==> src/hw/rtl/svm_pkg.sv <==
package svm_pkg;

	localparam int VOICES       = 32;
	localparam int QUEUE_DEPTH  = 1024;
	localparam int SAMPLE_WORDS = 65536;
	localparam int SLOTS        = 16;

	localparam int VIW    = (VOICES > 1) ? $clog2(VOICES) : 1;
	localparam int QIW    = $clog2(QUEUE_DEPTH);
	localparam int SAW    = $clog2(SAMPLE_WORDS);
	localparam int SIW    = (SLOTS > 1) ? $clog2(SLOTS) : 1;
	localparam int ACC_W  = 16 + VIW + 1;
	localparam int QENT_W = 40 + 40 + 1 + 24 + 4;

	localparam logic [2:0] CMD_LOAD  = 3'd0;
	localparam logic [2:0] CMD_SLOT  = 3'd1;
	localparam logic [2:0] CMD_QUEUE = 3'd2;
	localparam logic [2:0] CMD_TICK  = 3'd3;
	localparam logic [2:0] CMD_PANIC = 3'd4;

	localparam logic [1:0] REG_OUT_CH  = 2'd0;
	localparam logic [1:0] REG_ATTACK  = 2'd1;
	localparam logic [1:0] REG_RELEASE = 2'd2;

	localparam logic [23:0] RATE_ONE  = 24'd65536;
	localparam logic [15:0] UNITY_Q15 = 16'd32768;

	typedef enum logic [2:0] {
		OP_LOAD  = 3'd0,
		OP_SLOT  = 3'd1,
		OP_QUEUE = 3'd2,
		OP_TICK  = 3'd3,
		OP_PANIC = 3'd4,
		OP_NOP   = 3'd5
	} op_t;

	typedef struct packed {
		op_t         op;
		logic [3:0]  slot;
		logic [15:0] addr;
		logic [15:0] value;
		logic [15:0] len;
		logic        stereo;
		logic [39:0] start;
		logic [23:0] rate;
		logic        pitched;
		logic [39:0] note_len;
	} cmd_t;

	typedef struct packed {
		logic [1:0]  out_channels;
		logic [15:0] attack_len;
		logic [15:0] release_len;
	} cfg_t;

endpackage

==> src/hw/rtl/svm_req_if.sv <==
interface svm_req_if;
	logic               valid;
	logic               ready;
	logic [2:0]         cmd;
	logic [3:0]         sample_slot;
	logic [15:0]        mem_addr;
	logic signed [15:0] sample_value;
	logic [15:0]        length_frames;
	logic [1:0]         sample_channels;
	logic [39:0]        onset_frame;
	logic [23:0]        rate;
	logic               pitched;
	logic [39:0]        note_length;

	modport source(output valid, cmd, sample_slot, mem_addr, sample_value, length_frames,
		sample_channels, onset_frame, rate, pitched, note_length, input ready);
	modport sink(input valid, cmd, sample_slot, mem_addr, sample_value, length_frames,
		sample_channels, onset_frame, rate, pitched, note_length, output ready);
endinterface

==> src/hw/rtl/svm_front.sv <==
module svm_front (
	input  logic          clk,
	input  logic          arst_n,
	svm_req_if.sink       req,
	output logic          pop_valid,
	output svm_pkg::cmd_t pop_data,
	input  logic          pop
);
	import svm_pkg::*;

	cmd_t       ent_q [2];
	logic       wp_q;
	logic       rp_q;
	logic [1:0] cnt_q;
	cmd_t       dec;
	logic       push;

	always_comb begin
		dec          = '0;
		dec.slot     = req.sample_slot;
		dec.addr     = req.mem_addr;
		dec.value    = req.sample_value;
		dec.len      = req.length_frames;
		dec.stereo   = req.sample_channels[1];
		dec.start    = req.onset_frame;
		// A zero rate plays at unit speed.
		dec.rate     = (req.rate == '0) ? RATE_ONE : req.rate;
		dec.pitched  = req.pitched;
		dec.note_len = req.note_length;
		case (req.cmd)
			CMD_LOAD:  dec.op = OP_LOAD;
			CMD_SLOT:  dec.op = OP_SLOT;
			CMD_QUEUE: dec.op = OP_QUEUE;
			CMD_TICK:  dec.op = OP_TICK;
			CMD_PANIC: dec.op = OP_PANIC;
			default:   dec.op = OP_NOP;
		endcase
	end

	assign req.ready = (cnt_q != 2'd2);
	assign push      = req.valid && req.ready;
	assign pop_valid = (cnt_q != 2'd0);
	assign pop_data  = ent_q[rp_q];

	always_ff @(posedge clk) begin
		if (push) begin
			ent_q[wp_q] <= dec;
		end
	end

	always_ff @(posedge clk or negedge arst_n) begin
		if (!arst_n) begin
			wp_q  <= 1'b0;
			rp_q  <= 1'b0;
			cnt_q <= 2'd0;
		end else begin
			if (push) begin
				wp_q <= ~wp_q;
			end
			if (pop) begin
				rp_q <= ~rp_q;
			end
			cnt_q <= cnt_q + {1'b0, push} - {1'b0, pop};
		end
	end
endmodule

==> src/flat_wrapper.sv <==
// flat-port wrapper written by rule: the top's interface ports become plain ports
module svm_front_flat import svm_pkg::*;
  (clk, arst_n, pop_valid, pop_data, pop, req_valid, req_cmd, req_sample_slot, req_mem_addr, req_sample_value, req_length_frames, req_sample_channels, req_onset_frame, req_rate, req_pitched, req_note_length, req_ready);
  svm_req_if req_i ();
  input  logic clk;
  input  logic arst_n;
  output logic pop_valid;
  output svm_pkg::cmd_t pop_data;
  input  logic pop;
  input wire logic [$bits(req_i.valid)-1:0] req_valid;
  input wire logic [$bits(req_i.cmd)-1:0] req_cmd;
  input wire logic [$bits(req_i.sample_slot)-1:0] req_sample_slot;
  input wire logic [$bits(req_i.mem_addr)-1:0] req_mem_addr;
  input wire logic [$bits(req_i.sample_value)-1:0] req_sample_value;
  input wire logic [$bits(req_i.length_frames)-1:0] req_length_frames;
  input wire logic [$bits(req_i.sample_channels)-1:0] req_sample_channels;
  input wire logic [$bits(req_i.onset_frame)-1:0] req_onset_frame;
  input wire logic [$bits(req_i.rate)-1:0] req_rate;
  input wire logic [$bits(req_i.pitched)-1:0] req_pitched;
  input wire logic [$bits(req_i.note_length)-1:0] req_note_length;
  output wire logic [$bits(req_i.ready)-1:0] req_ready;
  assign req_i.valid = req_valid;
  assign req_i.cmd = req_cmd;
  assign req_i.sample_slot = req_sample_slot;
  assign req_i.mem_addr = req_mem_addr;
  assign req_i.sample_value = req_sample_value;
  assign req_i.length_frames = req_length_frames;
  assign req_i.sample_channels = req_sample_channels;
  assign req_i.onset_frame = req_onset_frame;
  assign req_i.rate = req_rate;
  assign req_i.pitched = req_pitched;
  assign req_i.note_length = req_note_length;
  assign req_ready = req_i.ready;
  svm_front u_core (.clk(clk), .arst_n(arst_n), .req(req_i), .pop_valid(pop_valid), .pop_data(pop_data), .pop(pop));
endmodule
==> config.mk <==
export PLATFORM = sky130hd
export DESIGN_NAME = svm_front_flat
export DESIGN_NICKNAME = d
export VERILOG_FILES = /design/src/hw/rtl/svm_pkg.sv /design/src/hw/rtl/svm_req_if.sv /design/src/hw/rtl/svm_front.sv /design/src/flat_wrapper.sv
export SDC_FILE = /design/constraint.sdc
export NUM_CORES = 1
export LEC_CHECK = 0
export BUFFER_PORTS_ARGS = -buffer_cell sky130_fd_sc_hd__buf_4
export CAP_MARGIN = 30
export CORE_MARGIN = 5
export CORE_UTILIZATION = 50
export DETAILED_ROUTE_END_ITERATION = 12
export GPL_TIMING_DRIVEN = 0
export PLACE_DENSITY_LB_ADDON = 0.12
export SYNTH_ARGS = -nofsm -noshare
export SYNTH_HDL_FRONTEND = slang
export SYNTH_SLANG_ARGS = --single-unit
==> constraint.sdc <==
create_clock -name clk -period 9.3 [get_ports clk]
set_input_delay 1.86 -clock clk [delete_from_list [all_inputs] [get_ports clk]]
set_output_delay 1.86 -clock clk [all_outputs]
set_load 0.01 [all_outputs]
== Word-level counts from Yosys, hierarchy flattened ==
Memory sizes are Yosys's and may differ from the RTL's.
Index checks and enable logic that the tools add are counted.

* Equal/unequal tests: 5
* Add/sub/neg operators: 2
* Reduce and logical (&&, ||, !) cells: 4
* Muxes and demuxes: 4
* Bitwise operators: 2

{| class="wikitable"
|+ Operator list
! kind !! number
|-
| $logic_not A24 Y1 || 1
|-
| $mux W24 || 1
|-
| $pmux W3 S5 || 1
|-
| $eq A3 B2 Y1 const B || 2
|-
| $eq A3 B1 Y1 const B || 1
|-
| $eq A3 B3 Y1 const B || 1
|-
| $logic_not A3 Y1 || 1
|-
| $add A2 B1 Y2 || 1
|-
| $mux W1 || 2
|-
| $ne A2 B2 Y1 const B || 1
|-
| $not A1 Y1 || 2
|-
| $reduce_bool A2 Y1 || 1
|-
| $sub A2 B1 Y2 || 1
|-
| $logic_and A1 B1 Y1 || 1
|}

* Logic and storage cells: 21
* RAM bits: 322
* Register bits after elaboration: 4
* Output and inout bits: 163
* Memories: 1
* Input bits: 166

{| class="wikitable"
|+ Memory list
! name !! depth !! bits a word !! rd ports !! clocked after memory_dff !! wr ports !! line !! RTL
|-
| u_core.ent_q || 2 || 161 || 1 || 0 || 1 || svm_front.sv:11 || <nowiki>cmd_t ent_q [2];</nowiki>
|}

== Logic depth before layout (Yosys ltp) ==
* Depth in word-level cells: 4
* Depth in mapped cells: 6
* Gate-level depth less buffers: 6

== Worst setup path after synthesis ==
Ideal clock, no wire load.

* Path kind: input to register
* Start point: in req_valid
* End point: mem u_core.ent_q[0][0] in the netlist's numbering, enable pin
* Stages on the path: 2
* Path buffers: 0
* Arrival: 8.632 ns
* Data required time: 8.616 ns
* Setup slack: -0.016 ns
* Setup time: 0.684 ns
* Cells stage by stage: nand2_1 nor2_1

* Longest elaborated chain between the ends: 3

{| class="wikitable"
|+ RTL lines
! element !! line !! RTL
|-
| start: declaration || flat_wrapper.sv:10 || <nowiki>input wire logic [$bits(req_i.valid)-1:0] req_valid;</nowiki>
|-
| $logic_and A1 B1 Y1 || svm_front.sv:41 || <nowiki>assign push = req.valid && req.ready;</nowiki>
|-
| $mux W1 || svm_front.sv:46 || <nowiki>if (push) begin</nowiki>
|-
| $mux W1 (not written as such) || svm_front.sv:47 || <nowiki>ent_q[wp_q] <= dec;</nowiki>
|-
| end: declaration || svm_front.sv:11 ||
|}

No other way between the ends.

==> qor.csv <==
stage;metric;value;unit
route;firstDrtPassIters;4;
power;p_leak;6.343;nW
place;placed_cell_area;15310;µm²
setup_path;critPathCaptureType;output port;
clocking;clkTransAtPathRegs;0.06;ns
finish;drive_above_1_share;58.76;%
route;ant_nets;0;
logic_synthesis;synth_area;12290;µm²
sta;finalHoldViolations;0;
grt;grt_overflow_total;0;
route;routed_via_density;4.940;
setup_path;critPathLaunchType;flop;
logic_synthesis;yosys.area_share.adder;0.2036;%
sta;tightest_slew;0.9339;ns
route;drtIter0Drc;409;
clocking;cts_tree;done;
sta;min_period;3.741;ns
logic_synthesis;synthMuxAreaShare;17.19;%
clocking;insertion_delay;0.49;ns
setup_path;crit_arrival;1.88;ns
place;gp_congestion;0.7780;
die;die_h;166.8;µm
power;p_per_area;314.2;nW/µm²
logic_synthesis;postSynthCellCount;554;
setup_path;cp_top_family;buffers and inverters;
clocking;cts_setup_buffers;0;
logic_synthesis;synth_top_family_by_area;multiplexers;
route;wire_per_inst;20.13;µm
grt;grt_pass1_vias;6858;
logic_synthesis;yosysMostFrequentCell;edfxtp_1;
setup_path;crit_path_max_fanout;10;
logic_synthesis;syn_avg_cell_area;22.19;µm²
logic_synthesis;synth-compound-area-share;0.1221;%
finish;nNetsFinal;1092;
clocking;cts_made_buffers;34;
die;core.rowCount;57;
setup_path;crit_chain;buf_6, buf_6, buf_6, mux2_4, buf_4;
sta;fin_tns_setup;0;ns
sta;period_share;40.23;%
clocking;cts-root-buf;clkbuf_16;
route;routed_wl;25620;µm
place;dp_hpwl;18360;µm
job;cap_viol_max_count;0;
power;peakVddDrop;0.1479;mV
logic_synthesis;synth_xor_area_share;0.2850;%
logic_synthesis;yosysSeqAreaShare;79.48;%
sta;slew_headroom;37.74;%
min_path;holdCritPathClass;flop to flop;
grt;antenna_found_initial;2;
clocking;cts_max_level;2;
logic_synthesis;synthFlopType;edfxtp_1;
finish;design_area;16360;µm²
finish;fillers;1637;
clocking;cts_hold_buf;0;
die;core_area;24250;µm²
clocking;clockBufferDepth;3;
setup_path;cp_common_cell;buf_6;
finish;syn_to_final_growth;33.07;%
die;die-area;27820;µm²
logic_synthesis;synth_cell_type_count;21;
grt;grt_start_max_net_pins;63;
sta;fmax;267.3;MHz
place;pre_cts_ws;5.775;ns
logic_synthesis;synth_common_cells;edfxtp_1, mux2_2, mux2_4, clkbuf_1, buf_6;
sta;rsz0062_at_grt;false;
logic_synthesis;ys_seq_elements;326;
logic_synthesis;yosys.area.top_type;edfxtp_1;
logic_synthesis;synth.area.top_cells;edfxtp_1, mux2_4, mux2_2, buf_6, dfrtp_1;
logic_synthesis;synthArstFlopShare;1.227;%
die;start_util;50.69;%
sta;setup_viol;0;
logic_synthesis;synth_simple_gate_area_share;0.6515;%
setup_path;crit_type;flop to output port;
sta;finalClockSkew;0.004221;ns
die;die_w;166.8;µm
setup_path;crit_required;7.44;ns
logic_synthesis;synth_fp_nets;722;
clocking;post_cts_resized;0;
logic_synthesis;synth-edff-count;322;
route;vias;6288;
place;numPortBuffers;327;
die;ios;329;
sta;maxSlewViolCount;0;
route;drc;0;
setup_path;crit_slowest_cell;dfrtp_1;
setup_path;critical-path-max-stage-delay;0.35;ns
logic_synthesis;ys_warn_count;0;
grt;grt_usage;17.68;%
setup_path;crit_buf_inv;4;
clocking;cts_sinks;326;
grt;grt_pass1_wl;38100;µm
status;status;completed;
finish;final_util;67.46;%
sta;worst_slack;5.559;ns
logic_synthesis;synth_top_area_share;78.66;%
[cell type report]
cell class / count / area (µm²) / share of cell area, %
antenna: 1 / 2.502 / 0.01530
buffer: 42 / 242.7 / 1.484
clock buffer: 50 / 974.7 / 5.959
clock inverter: 10 / 67.56 / 0.4131
inverter: 3 / 11.26 / 0.06884
multi-input combinational: 183 / 2281 / 13.94
sequential: 326 / 9769 / 59.73
tap: 324 / 405.4 / 2.478
timing repair buffer: 334 / 2603 / 15.91
[through the flow]
step                instances  total power, W  hold WS [ns]
finish                   1273        0.005139        0.5346
global route             1273        0.005374        0.5487
detailed placement       1212        0.003944        0.5259
CTS                      1272        0.005212        0.5383
global placement         1205        0.003936        0.4810
floorplan                 554        0.003158        0.4604
[logic make-up (layout without fill, tap and decap cells)]
logic type | Yosys count | count (layout)
muxes | 161 | 161
buffers and inverters | 45 | 439
DFF | 326 | 326
xor gates and xnor gates | 4 | 4
AOI/OAI and AO/OA | 2 | 2
other | 0 | 1
and+or+nand+nor | 14 | 14
adders and majority gates | 2 | 2
[cell usage in the layout, fill, tap and decap left out, drive strengths merged, types with 3 or more instances in the layout]
cell type / n
clkinv: 9
dfrtp: 4
nor4: 6
clkbuf: 74
inv: 3
mux2: 161
edfxtp: 322
buf: 352
xnor2: 3
[power breakdown]
group | total [W] | switching, W | internal [W]
clock network | 0.00126 | 0.000506 | 0.000752
registers | 0.00208 | 0.0000769 | 0.00201
logic | 0.00180 | 0.000846 | 0.000951
total | 0.00514 | 0.00143 | 0.00371
[flip-flops by register name, summed over array words and instances (netlist names)]
| register | flops |
|---|---|
| u_core.rp_q | 1 |
| u_core.wp_q | 1 |
| u_core.ent_q | 322 |
| u_core.cnt_q | 2 |
[per-layer routing]
metal	routed length (µm)	GRT usage [%]	up-vias
li1	-	-	2902
met1	9468	20.41	3074
met2	13240	31.05	267
met3	2292	6.091	43
met4	605	5.799	2
met5	13	0	-
[final timing paths]
path / to / cells past startpoint / slack, ns / from
worst max register to register: u_core.ent_q[1][13]$_DFFE_PP_ / 3 / 7.19 / u_core.cnt_q[1]$_DFF_PN0_
worst min register to register: u_core.cnt_q[1]$_DFF_PN0_ / 1 / 0.53 / u_core.cnt_q[1]$_DFF_PN0_
worst min-delay path: u_core.cnt_q[1]$_DFF_PN0_ / 1 / 0.53 / u_core.cnt_q[1]$_DFF_PN0_
min in group asynchronous: u_core.cnt_q[1]$_DFF_PN0_ / 1 / 1.15 / arst_n
worst max-delay path: pop_data[115] / 5 / 5.56 / u_core.rp_q$_DFFE_PN0P_
max in group asynchronous: u_core.wp_q$_DFFE_PN0P_ / 1 / 8.05 / arst_n
(Power assumes the default switching activity.)
